### src/hw/rtl/ilid_pkg.sv
// ----------------------------------------------------------------------------
// Indexed list package
// Field widths, operation and status codes, and controller-to-datapath types.
// ----------------------------------------------------------------------------
`default_nettype none

package ilid_pkg;

    localparam int CAPACITY_DEF = 256;

    localparam int FUNC_W      = 3;
    localparam int POS_W       = 16;
    localparam int VALUE_W     = 32;
    localparam int STATUS_W    = 2;
    localparam int COUNT_OUT_W = 9;

    localparam int IN_FIELDS_W  = FUNC_W + POS_W + VALUE_W;
    localparam int OUT_FIELDS_W = VALUE_W + STATUS_W + COUNT_OUT_W;
    localparam int IN_TDATA_W   = ((IN_FIELDS_W + 7) / 8) * 8;
    localparam int OUT_TDATA_W  = ((OUT_FIELDS_W + 7) / 8) * 8;

    // Operation codes.
    localparam logic [FUNC_W-1:0] FN_READ   = 3'd0;
    localparam logic [FUNC_W-1:0] FN_HEAD   = 3'd1;
    localparam logic [FUNC_W-1:0] FN_TAIL   = 3'd2;
    localparam logic [FUNC_W-1:0] FN_INSERT = 3'd3;
    localparam logic [FUNC_W-1:0] FN_DELETE = 3'd4;

    // Result status codes.
    localparam logic [STATUS_W-1:0] ST_DONE  = 2'd0;
    localparam logic [STATUS_W-1:0] ST_RANGE = 2'd1;
    localparam logic [STATUS_W-1:0] ST_FULL  = 2'd2;

    // Source of the result's read value.
    typedef enum logic [1:0] {
        RSEL_ZERO,
        RSEL_ONES,
        RSEL_RAM
    } t_rsel;

    // Commands from the controller to the datapath.
    typedef struct packed {
        logic                load_val;
        logic                rd_en;
        logic                mv_en;
        logic                put_en;
        logic                emit;
        t_rsel               rsel;
        logic [STATUS_W-1:0] status;
    } t_dp_ctl;

endpackage

`default_nettype wire

### src/hw/rtl/ilid_ctrl.sv
// ----------------------------------------------------------------------------
// Indexed list controller
// Decodes each request and sequences reads, entry moves and the final write.
// ----------------------------------------------------------------------------
`default_nettype none

module ilid_ctrl #(
    parameter int CAPACITY = ilid_pkg::CAPACITY_DEF,
    localparam int ADDR_W = $clog2(CAPACITY),
    localparam int CNT_W  = $clog2(CAPACITY + 1)
) (
    input  wire logic                          i_clk,
    input  wire logic                          i_rst_n,
    input  wire logic                          i_in_valid,
    output logic                               o_in_ready,
    input  wire logic [ilid_pkg::FUNC_W-1:0]   i_func,
    input  wire logic [ilid_pkg::POS_W-1:0]    i_pos,
    input  wire logic                          i_out_free,
    output ilid_pkg::t_dp_ctl                  o_ctl,
    output logic      [ADDR_W-1:0]             o_rd_addr,
    output logic      [ADDR_W-1:0]             o_wr_addr,
    output logic      [CNT_W-1:0]              o_count
);

    import ilid_pkg::*;

    localparam int CMP_W = (CNT_W > POS_W - 1) ? CNT_W : POS_W - 1;

    typedef enum logic [2:0] {
        S_IDLE,
        S_RD,
        S_MOVE,
        S_DRAIN,
        S_PUT,
        S_EMIT
    } t_state;

    t_state              r_state,  n_state;
    logic [ADDR_W-1:0]   r_idx,    n_idx;
    logic [ADDR_W-1:0]   r_end,    n_end;
    logic                r_dir_up, n_dir_up;
    logic                r_put,    n_put;
    logic [CNT_W-1:0]    r_count,  n_count;
    logic [STATUS_W-1:0] r_status, n_status;
    t_rsel               r_rsel,   n_rsel;

    logic              pos_neg;
    logic [CMP_W-1:0]  pos_mag;
    logic [CMP_W-1:0]  cnt_ext;
    logic [CMP_W-1:0]  ins_pos;
    logic              full;
    logic              rd_hit;
    logic [ADDR_W-1:0] src;

    assign pos_neg = i_pos[POS_W-1];
    assign pos_mag = CMP_W'(i_pos[POS_W-2:0]);
    assign cnt_ext = CMP_W'(r_count);
    assign full    = (r_count == CNT_W'(CAPACITY));
    assign rd_hit  = !pos_neg && (pos_mag < cnt_ext);

    // Head inserts at zero, tail at the length, a negative position clamps to zero.
    always_comb begin
        unique case (i_func) inside
            FN_HEAD: ins_pos = '0;
            FN_TAIL: ins_pos = cnt_ext;
            default: ins_pos = pos_neg ? '0 : pos_mag;
        endcase
    end

    // Insert moves entries up, walking down; delete moves them down, walking up.
    assign src = r_dir_up ? r_idx + ADDR_W'(1) : r_idx - ADDR_W'(1);

    always_comb begin
        n_state  = r_state;
        n_idx    = r_idx;
        n_end    = r_end;
        n_dir_up = r_dir_up;
        n_put    = r_put;
        n_count  = r_count;
        n_status = r_status;
        n_rsel   = r_rsel;
        unique case (r_state)
            S_IDLE: begin
                if (i_in_valid) begin
                    n_state  = S_EMIT;
                    n_rsel   = RSEL_ZERO;
                    n_status = ST_RANGE;
                    n_put    = 1'b0;
                    unique case (i_func) inside
                        FN_READ: begin
                            if (rd_hit) begin
                                n_idx    = ADDR_W'(pos_mag);
                                n_rsel   = RSEL_RAM;
                                n_status = ST_DONE;
                                n_state  = S_RD;
                            end else begin
                                n_rsel = RSEL_ONES;
                            end
                        end
                        FN_HEAD, FN_TAIL, FN_INSERT: begin
                            if (ins_pos > cnt_ext) begin
                                n_status = ST_RANGE;
                            end else if (full) begin
                                n_status = ST_FULL;
                            end else begin
                                n_status = ST_DONE;
                                n_count  = r_count + CNT_W'(1);
                                n_idx    = ADDR_W'(cnt_ext);
                                n_end    = ADDR_W'(ins_pos);
                                n_dir_up = 1'b0;
                                n_put    = 1'b1;
                                n_state  = (ins_pos == cnt_ext) ? S_PUT : S_MOVE;
                            end
                        end
                        FN_DELETE: begin
                            if (rd_hit) begin
                                n_status = ST_DONE;
                                n_count  = r_count - CNT_W'(1);
                                n_idx    = ADDR_W'(pos_mag);
                                n_end    = ADDR_W'(cnt_ext - CMP_W'(1));
                                n_dir_up = 1'b1;
                                n_state  = (pos_mag + CMP_W'(1) == cnt_ext) ? S_EMIT : S_MOVE;
                            end
                        end
                        default: begin
                            n_status = ST_RANGE;
                        end
                    endcase
                end
            end
            S_RD: begin
                n_state = S_EMIT;
            end
            S_MOVE: begin
                n_idx = src;
                if (src == r_end) begin
                    n_state = S_DRAIN;
                end
            end
            S_DRAIN: begin
                n_state = r_put ? S_PUT : S_EMIT;
            end
            S_PUT: begin
                n_state = S_EMIT;
            end
            S_EMIT: begin
                if (i_out_free) begin
                    n_state = S_IDLE;
                end
            end
            default: begin
                n_state = S_IDLE;
            end
        endcase
    end

    always_ff @(posedge i_clk) begin
        if (!i_rst_n) begin
            r_state  <= S_IDLE;
            r_idx    <= '0;
            r_end    <= '0;
            r_dir_up <= 1'b0;
            r_put    <= 1'b0;
            r_count  <= '0;
            r_status <= ST_DONE;
            r_rsel   <= RSEL_ZERO;
        end else begin
            r_state  <= n_state;
            r_idx    <= n_idx;
            r_end    <= n_end;
            r_dir_up <= n_dir_up;
            r_put    <= n_put;
            r_count  <= n_count;
            r_status <= n_status;
            r_rsel   <= n_rsel;
        end
    end

    assign o_in_ready     = (r_state == S_IDLE);
    assign o_ctl.load_val = i_in_valid && (r_state == S_IDLE);
    assign o_ctl.rd_en    = (r_state == S_RD) || (r_state == S_MOVE);
    assign o_ctl.mv_en    = (r_state == S_MOVE);
    assign o_ctl.put_en   = (r_state == S_PUT);
    assign o_ctl.emit     = (r_state == S_EMIT) && i_out_free;
    assign o_ctl.rsel     = r_rsel;
    assign o_ctl.status   = r_status;
    assign o_rd_addr      = (r_state == S_RD) ? r_idx : src;
    assign o_wr_addr      = (r_state == S_PUT) ? r_end : r_idx;
    assign o_count        = r_count;

endmodule

`default_nettype wire

### config.mk
export PLATFORM = sky130hd
export DESIGN_NAME = ilid_ctrl
export DESIGN_NICKNAME = d
export VERILOG_FILES = /design/src/hw/rtl/ilid_pkg.sv /design/src/hw/rtl/ilid_ctrl.sv
export SDC_FILE = /design/constraint.sdc
export NUM_CORES = 1
export LEC_CHECK = 0
export ABC_AREA = 1
export BUFFER_PORTS_ARGS = -buffer_cell sky130_fd_sc_hd__buf_4
export CAP_MARGIN = 25
export CORE_ASPECT_RATIO = 0.75
export CORE_MARGIN = 4
export CORE_UTILIZATION = 55
export DETAILED_ROUTE_END_ITERATION = 10
export MAX_ROUTING_LAYER = met4
export PLACE_DENSITY = 0.77
export SKIP_CTS_REPAIR_TIMING = 1
export SYNTH_ARGS = -nofsm -noshare
export SYNTH_HDL_FRONTEND = slang
export SYNTH_SLANG_ARGS = --single-unit
### constraint.sdc
create_clock -name i_clk -period 5.87 [get_ports i_clk]
set_input_delay 1.761 -clock i_clk [delete_from_list [all_inputs] [get_ports i_clk]]
set_output_delay 1.761 -clock i_clk [all_outputs]
set_load 0.01 [all_outputs]
==> impl_metrics.csv, run 1 <==
group,metric,value,unit
outcome,outcome,"finished, final reports clean",
power_and_ir_drop,powerDensity,272,nW/µm²
global_routing,grt_pass1_wl,19.9,mm
layout,final_common_cell,"nand2_1",
power_and_ir_drop,p_comb_share,60.4,%
power_and_ir_drop,p_int,0.637,mW
sta,maxSlewViolCount,0,
global_routing,grt-ovfl-total,0,
synth,syn_area,3950,µm²
global_routing,gr-usage-met3,5.56,%
synth,synth_xor_area_share,4.22,%
clocking,worstSkewPairLatency,0.29,ns
placed_design,port_buffers,57,
layout,drive_above_1_share,12.7,%
layout,diodes,0,
route,ant_nets,0,
sta,rsz0062_at_grt,"no",
synth,ys_seq_area_share,17.2,%
clocking,clk_pin_slew_worst_paths,0.07,ns
hold_path,worst_hold_path_type,"flop to flop",
synth,synth_warnings,0,
route,drt_iter0_drc,385,
clocking,cts_buffer_depth,2,
synth,synth_area_leaders,"nand2_1, dfxtp_1, ha_1",
synth,synth_simple_gate_area_share,41.5,%
placed_design,place_hpwl,9.88,mm
layout,fin_cells,821,
sta,setup_tns,0,ns
layout,nets,780,
power_and_ir_drop,clkPwrFrac,15.4,%
global_routing,grt_max_degree,26,
power_and_ir_drop,switching_share,48.5,%
synth,synth_edf_count,0,
synth,synth.distinct_cells,42,
synth,synth.area.mux_share,0,%
global_routing,grt.met1_usage,42.1,%
die,rows,26,
die,io_pins,58,
sta,period_share,78.7,%
die,dieWidth,106,µm
placed_design,dp_slack,1.06,ns
sta,tightest_slew,0.788,ns
global_routing,antenna_found_initial,0,
synth,async_flop_share,0,%
placed_design,gp_congestion,0.970,
hold_path,holdPathStages,2,
die,initial_utilization,57.2,%
clocking,root_buffer,"clkbuf_8",
placed_design,placed_cells,813,
clocking,cts_tree,"done",
clocking,cts_buffers,5,
worst_setup_path,crit_type,"input port to flop",
global_routing,grt_pass1_vias,4114,
route,drt_pass1_iterations,6,
synth,yosys.area_share.adder,11.5,%
synth,yosysTopAreaCell,"nand2_1",
synth,ys.flop_type,"dfxtp_1",
synth,synth_compound_area_share,15.4,%
power_and_ir_drop,leakage,2.27,nW
sta,fin_crit,4.62,ns
worst_setup_path,reg2reg_slack,2.82,ns
run,cap_viol_max_count,0,
sta,max_freq,216,MHz
route,routed_via_density,5.65,
global_routing,top_usage_layer,"met2",
layout,area_delta_synth_final,15.3,%
synth,syn_inst,668,
synth,yosysTopAreaCellShare,18.4,%
clocking,numClockSinks,34,
route,vias,4642,
worst_setup_path,cp_max_fo,20,
route,drt-total-wl,12.5,mm
sta,slew-limit-headroom,47.4,%
sta,setup_viol,0,
route,post_drt_wl_per_cell,15.2,µm
worst_setup_path,cp.arrival,4.85,ns
synth,synth_area_per_cell,5.91,µm²
clocking,htreeDepth,2,
sta,finClkSkew,0.00547,ns
power_and_ir_drop,p_sw,0.600,mW
global_routing,grtUsageTotal,29.8,%
die,dieArea,8610,µm²
global_routing,use_met2,44.1,%
die,die_h,81.4,µm
die,core,6900,µm²
worst_setup_path,crit_required,6.10,ns
route,drc,0,
worst_setup_path,cp-end-kind,"flop",
synth,synth_nets,726,
synth,ys_ff_latch,34,
layout,final_cell_mix,"nand2_1, inv_1, nor2_1",
sta,hold_violations,0,
sta,fin_ws,1.25,ns
synth,synth_top_family_by_area,"simple AND/OR/NAND/NOR gates",
worst_setup_path,reg2reg_depth,16,
power_and_ir_drop,p_seq_share,24.2,%
power_and_ir_drop,ir_drop,0.167,mV
worst_setup_path,worst_setup_path_start_kind,"input port",
kinds of logic (layout without fill, tap and decap cells):
kind of cell,Yosys count,count (layout)
xor+xnor,19,19
compound gates,114,114
buf+inv,102,157
flops,34,34
fa+ha+maj,35,35
simple gates,364,364
worst max-delay path, stage by stage:
cell	delay (ns)
buf_4	0.13
nor2_4	0.31
inv_1	0.27
nor2_1	0.15
buf_4	0.26
clkinv_1	0.27
fa_1	0.48
o21ai_0	0.37
nand4_1	0.13
o211ai_1	0.18
nand2_1	0.07
o21ai_0	0.11
nand4_1	0.15
nand2_1	0.08
nand2_1	0.05
nor2_1	0.08
flip-flops by register name (all words and copies together) (netlist names):
name,cells
r_status,2
r_idx,8
r_state,3
r_rsel,2
r_end,8
r_dir_up,1
o_count,9
r_put,1
synth_stat cells (3+ instances only):
library cell / instances
nand3_1: 45
clkinv_1: 4
inv_1: 82
nand2_4: 5
o21ai_0: 43
xnor2_1: 5
clkbuf_1: 8
xor2_1: 14
nor2_1: 67
nor4_1: 3
nor2_4: 3
o22ai_1: 8
nand3b_1: 4
o21ai_1: 4
dfxtp_1: 34
ha_1: 33
nand2_1: 194
a21oi_1: 44
nand4_1: 16
nand2_2: 5
a31oi_1: 9
nor3_1: 12
buf_2: 3
power groups by stage:
stage | Combinational [mW] | Sequential [mW] | Clock, mW
global placement | 0.726 | 0.302 | 0
detailed placement | 0.739 | 0.303 | 0
finish | 0.748 | 0.299 | 0.190
global route | 0.837 | 0.304 | 0.202
CTS | 0.743 | 0.298 | 0.193
floorplan | 0.488 | 0.295 | 0
worst paths after layout:
path / startpoint / to
max: i_func[0] / o_count[8]
min: r_rsel[0] / r_rsel[0]
max reg2reg: o_count[4] / o_count[1]
min reg2reg: r_rsel[0] / r_rsel[0]
metrics by stage:
step | utilization [%] | total power, mW | cell area [µm²] | hold slack (ns)
after floorplan | - | 0.783 | 3950 | 0.457
after global placement | 64.6 | 1.03 | 4460 | 0.453
after detailed placement | 64.6 | 1.04 | 4460 | 0.460
after CTS | 66.0 | 1.23 | 4550 | 0.471
after global routing | 66.0 | 1.34 | 4550 | 0.494
final | 66.0 | 1.24 | 4550 | 0.467
area by class of cell:
type                       count  area, µm²
clock buffer                   6       82.6
clock inverter                 2       12.5
fill                         650       2340
inverter                      89        338
multi-input combinational    532       2870
sequential                    34        681
tap                           98        123
timing repair buffer          60        450
metal layers:
metal | routed length, µm | vias up
li1 | - | 2295
met1 | 5800 | 2098
met2 | 5220 | 218
met3 | 1270 | 31
met4 | 193 | 0
met5 | 0 | -
Note: power is estimated with default switching activity, not from simulation.
==> run 2: changes to the inputs <==
--- a/config.mk
+++ b/config.mk
@@ -10,10 +10,10 @@
 export CAP_MARGIN = 25
 export CORE_ASPECT_RATIO = 0.75
 export CORE_MARGIN = 4
-export CORE_UTILIZATION = 55
+export CORE_UTILIZATION = 53
 export DETAILED_ROUTE_END_ITERATION = 10
 export MAX_ROUTING_LAYER = met4
-export PLACE_DENSITY = 0.77
+export PLACE_DENSITY = 0.78
 export SKIP_CTS_REPAIR_TIMING = 1
 export SYNTH_ARGS = -nofsm -noshare
 export SYNTH_HDL_FRONTEND = slang
==> constraint.sdc (replaced) <==
create_clock -name i_clk -period 3.9 [get_ports i_clk]
set_input_delay 1.17 -clock i_clk [delete_from_list [all_inputs] [get_ports i_clk]]
set_output_delay 1.17 -clock i_clk [all_outputs]
set_load 0.01 [all_outputs]
==> impl_metrics.csv, run 2 (synthesis results as in run 1) <==
group,metric,value,unit
sta,finClkSkew,0.00350,ns
power_and_ir_drop,ir_drop,0.278,mV
layout,area_delta_synth_final,17.0,%
power_and_ir_drop,clkPwrFrac,16.3,%
sta,rsz0062_at_grt,"no",
sta,setup_viol,0,
global_routing,grt_pass1_wl,20.0,mm
worst_setup_path,path_cells,"buf_4, nor2_4, nor2_8, nand2_2, nand2_4, o22ai_1, ha_1, a21oi_1, nor2_1, nor3_1, nand2_1, nand3b_1, nand2_2, nand2_4, nand2_4, nand2_4, nand3_4, nand2_1, o21ai_0, and2_1",
route,vias,4589,
worst_setup_path,reg2reg_depth,16,
clocking,cts_tree,"done",
sta,fin_ws,0.426,ns
worst_setup_path,critPathBufInv,1,
global_routing,grt_pass1_vias,4095,
die,io_pins,58,
sta,fin_crit,3.47,ns
worst_setup_path,crit_required,4.08,ns
sta,slew-limit-headroom,47.0,%
sta,whs,0.470,ns
layout,fin_area,4620,µm²
hold_path,holdPathStages,2,
power_and_ir_drop,switching_share,47.1,%
layout,diodes,0,
worst_setup_path,worst_setup_path_start_kind,"input port",
worst_setup_path,cpPeakStageDelay,0.30,ns
power_and_ir_drop,p_sw,0.897,mW
layout,final_cell_mix,"nand2_1, inv_1, nor2_1, buf_4, nand3_1",
power_and_ir_drop,powerDensity,412,nW/µm²
die,core,7030,µm²
layout,drive_above_1_share,13.7,%
die,dieWidth,108,µm
worst_setup_path,crit_type,"input port to flop",
power_and_ir_drop,p_seq_share,23.6,%
route,ant_nets,0,
layout,final_common_cell,"nand2_1",
hold_path,hold_path_end,"r_rsel[0]",
sta,setup_tns,0,ns
worst_setup_path,cp_slowest_cell,"ha_1",
global_routing,grtUsageTotal,28.8,%
clocking,worstSkewPairLatency,0.28,ns
clocking,cts_buffer_depth,2,
sta,maxSlewViolCount,0,
worst_setup_path,reg2reg_slack,0.95,ns
layout,largest_reg_flops,9,
die,dieArea,8910,µm²
worst_setup_path,cp_max_fo,24,
route,post_drt_wl_per_cell,14.9,µm
sta,hold_violations,0,
worst_setup_path,cp-end-kind,"flop",
route,drt-total-wl,12.3,mm
power_and_ir_drop,leakage,2.31,nW
clocking,cts_buffers,5,
sta,period_share,89.1,%
clocking,htreeDepth,2,
worst_setup_path,cp.arrival,3.66,ns
die,initial_utilization,56.2,%
placed_design,gp_congestion,0.944,
placed_design,place_hpwl,9.87,mm
worst_setup_path,timing.rr.end,"o_count[1]",
placed_design,place_area,4510,µm²
route,drc,0,
global_routing,grt-ovfl-total,0,
worst_setup_path,critical_path.top_delay_family,"simple AND/OR/NAND/NOR gates",
worst_setup_path,worst-path-stages,20,
sta,tightest_slew,0.794,ns
worst_setup_path,crit_top_cell,"nand2_4",
clocking,numClockSinks,34,
clocking,root_buffer,"clkbuf_8",
global_routing,grt_max_degree,26,
die,die_h,82.7,µm
outcome,outcome,"finished, final reports clean",
placed_design,dp_slack,0.0165,ns
run,cap_viol_max_count,0,
worst_setup_path,reg2reg_from,"o_count[4]",
sta,max_freq,288,MHz
layout,nets,787,
route,drt_iter0_drc,443,
power_and_ir_drop,p_int,1.01,mW
route,drt_pass1_iterations,5,
hold_path,worstHoldStart,"r_rsel[0]",
global_routing,antenna_found_initial,0,
die,rows,26,
hold_path,worst_hold_path_type,"flop to flop",
placed_design,port_buffers,57,
layout,postLayoutCoreUtil,65.7,%
clocking,clk_pin_slew_worst_paths,0.07,ns
route,routed_via_density,5.54,
power_and_ir_drop,p_comb_share,60.1,%
[run 2: layer usage]
| layer | vias to the layer above | global-route usage (%) | wire (µm) |
|---|---|---|---|
| met5 | - | - | 0 |
| met4 | 0 | 2.90 | 82 |
| met3 | 12 | 5.44 | 1170 |
| met2 | 193 | 43.3 | 5220 |
| met1 | 2058 | 41.5 | 5840 |
| li1 | 2326 | - | - |
[run 2: tightest hold or removal path, cell delays in order (launching register included)]
cell and delay [ns]:
dfxtp_1 0.31, nand2_1 0.06, a21oi_1 0.05
[run 2: how the worst max path moves through the flow]
stage                 endpoint      start
floorplan           o_count[7]  i_func[0]
global placement    o_count[1]  i_func[2]
detailed placement  o_count[1]  i_func[2]
CTS                 o_count[1]  i_func[2]
global route        o_count[1]  i_func[0]
finish              o_count[1]  i_func[0]
[run 2: power by group through the flow]
stage	sequential, mW	combinational [mW]	clock, mW
global route	0.455	1.27	0.330
detailed placement	0.455	1.13	0
global placement	0.454	1.11	0
finish	0.449	1.14	0.311
floorplan	0.444	0.735	0
CTS	0.447	1.13	0.313
[run 2: per-stage QoR]
stage          power, mW  std cells
2_1_floorplan       1.18        668
4_1_cts             1.89        828
5_1_grt             2.06        828
3_3_place_gp        1.56        820
3_5_place_dp        1.58        820
6_report            1.90        828
[run 2: layout make-up]
class                   instances  area (µm²)
clock buffers                   8         110
fillers                       690        2410
inverters                      89         338
multi-input cells             532        2870
flip-flops and latches         34         681
well taps                      98         123
repair buffers                 67         503
==> run 3: changes to the inputs <==
--- a/config.mk
+++ b/config.mk
@@ -6,14 +6,15 @@
 export NUM_CORES = 1
 export LEC_CHECK = 0
 export ABC_AREA = 1
-export BUFFER_PORTS_ARGS = -buffer_cell sky130_fd_sc_hd__buf_4
 export CAP_MARGIN = 25
 export CORE_ASPECT_RATIO = 0.75
 export CORE_MARGIN = 4
-export CORE_UTILIZATION = 53
+export CORE_UTILIZATION = 55
 export DETAILED_ROUTE_END_ITERATION = 10
+export DONT_BUFFER_PORTS = 1
 export MAX_ROUTING_LAYER = met4
-export PLACE_DENSITY = 0.78
+export PLACE_DENSITY = 0.73
+export SETUP_SLACK_MARGIN = 0.1
 export SKIP_CTS_REPAIR_TIMING = 1
 export SYNTH_ARGS = -nofsm -noshare
 export SYNTH_HDL_FRONTEND = slang
==> impl_metrics.csv, run 3 (synthesis results as in run 1) <==
group,metric,value,unit
power_and_ir_drop,ir_drop,0.251,mV
worst_setup_path,worst-path-stages,7,
route,ant_nets,0,
die,io_pins,58,
layout,final_cell_mix,"nand2_1, inv_1, nor2_1",
worst_setup_path,cpPeakStageDelay,0.47,ns
global_routing,grt_pass1_wl,19.8,mm
clocking,htreeDepth,2,
run,cap_viol_max_count,0,
route,drt_pass1_iterations,6,
clocking,worstSkewPairLatency,0.29,ns
clocking,clk_pin_slew_worst_paths,0.07,ns
sta,setup_viol,0,
worst_setup_path,crit_end,"o_rd_addr[6]",
global_routing,grt_max_degree,26,
placed_design,port_buffers,0,
placed_design,place_hpwl,9.47,mm
route,drt-total-wl,11.9,mm
global_routing,grtUsageTotal,29.3,%
sta,setup_tns,0,ns
layout,diodes,0,
outcome,outcome,"finished, final reports clean",
die,dieArea,8610,µm²
clocking,root_buffer,"clkbuf_8",
clocking,cts_tree,"done",
route,vias,4348,
worst_setup_path,reg2reg_slack,0.96,ns
clocking,cts_buffers,5,
sta,max_freq,296,MHz
worst_setup_path,critical_path.top_delay_family,"adder cells",
worst_setup_path,cp.arrival,2.21,ns
worst_setup_path,crit_required,2.73,ns
sta,period_share,86.7,%
placed_design,gp_congestion,0.983,
route,routed_via_density,5.65,
die,dieWidth,106,µm
worst_setup_path,worst_setup_path_start_kind,"flop",
power_and_ir_drop,leakage,2.01,nW
worst_setup_path,reg2reg_depth,14,
route,post_drt_wl_per_cell,15.4,µm
power_and_ir_drop,powerDensity,400,nW/µm²
layout,area_delta_synth_final,5.51,%
global_routing,grt_pass1_vias,3944,
die,die_h,81.4,µm
route,drt_iter0_drc,492,
sta,slew-limit-headroom,50.1,%
die,core,6900,µm²
worst_setup_path,startpoint,"r_idx[0]",
clocking,cts_buffer_depth,2,
global_routing,antenna_found_initial,0,
sta,rsz0062_at_grt,"no",
die,rows,26,
sta,whs,0.497,ns
worst_setup_path,cp_slowest_cell,"fa_1",
sta,finClkSkew,0.00472,ns
sta,fin_crit,3.38,ns
sta,tightest_slew,0.748,ns
sta,maxSlewViolCount,0,
route,drc,0,
global_routing,grt-ovfl-total,0,
worst_setup_path,critPathBufInv,2,
layout,largest_reg_flops,9,
die,initial_utilization,57.2,%
power_and_ir_drop,finalPower,1.67,mW
worst_setup_path,reg2reg_from,"o_count[0]",
worst_setup_path,path_cells,"inv_1, fa_1, inv_1, nand4_1, nand4_1, nand2_1, o21ai_0",
layout,nets,729,
hold_path,worst_hold_path_type,"flop to flop",
worst_setup_path,crit_type,"flop to output port",
worst_setup_path,cp_max_fo,6,
layout,drive_above_1_share,6.10,%
worst_setup_path,timing.rr.end,"o_count[1]",
layout,final_common_cell,"nand2_1",
worst_setup_path,cp-end-kind,"output port",
clocking,numClockSinks,34,
sta,hold_violations,0,
-- run 3: layout make-up --
class	instances	area, µm²
clock inverter	1	5.00
inverter	89	338
tap	98	123
timing repair buffer	9	67.6
multi-input combinational	532	2870
clock buffer	7	86.3
fill	700	2730
sequential	34	681
-- run 3: worst min path at each step --
stage / cells after the start / end / slack, ns / start
final: 2 / r_end[7] / 0.50 / r_end[7]
after global routing: 2 / r_end[1] / 0.52 / r_end[1]
after CTS: 2 / r_end[7] / 0.50 / r_end[7]
after detailed placement: 2 / r_end[7] / 0.48 / r_end[7]
after global placement: 2 / r_end[7] / 0.48 / r_end[7]
after floorplan: 2 / r_end[7] / 0.46 / r_end[7]
-- run 3: per-stage QoR --
step	instance area, µm²	setup slack (ns)	std cells	util, %
2_1_floorplan	3950	0.445	668	-
3_3_place_gp	4070	0.221	762	59.1
3_5_place_dp	4070	0.0980	762	59.1
4_1_cts	4170	0.391	770	60.4
5_1_grt	4170	0.256	770	60.4
6_report	4170	0.520	770	60.4
-- run 3: routing by layer --
| metal | part of all wire, % | routed length [µm] | vias to the layer above | GRT usage [%] |
|---|---|---|---|---|
| met5 | 0 | 0 | - | - |
| met4 | 0.39 | 46 | 0 | 3.88 |
| met3 | 9.8 | 1170 | 5 | 4.61 |
| met2 | 42 | 5000 | 194 | 43.1 |
| met1 | 48 | 5660 | 1946 | 43.3 |
| li1 | - | - | 2203 | - |
-- run 3: worst register-to-register path, stage by stage (launching register included) --
cell and delay, ns:
dfxtp_1 0.62, inv_1 0.25, o22ai_1 0.29, inv_1 0.07
ha_1 0.28, nand3_1 0.06, nor3_1 0.23, nand3b_1 0.20
nand2_4 0.15, nand2_4 0.05, nand2_4 0.07, nand3_4 0.22
nand2_1 0.13, o21ai_0 0.08, and2_1 0.14
-- run 3: power by group --
part | internal [mW] | switching (mW)
Clock | 0.143 | 0.135
Combinational | 0.291 | 0.646
Sequential | 0.394 | 0.0576
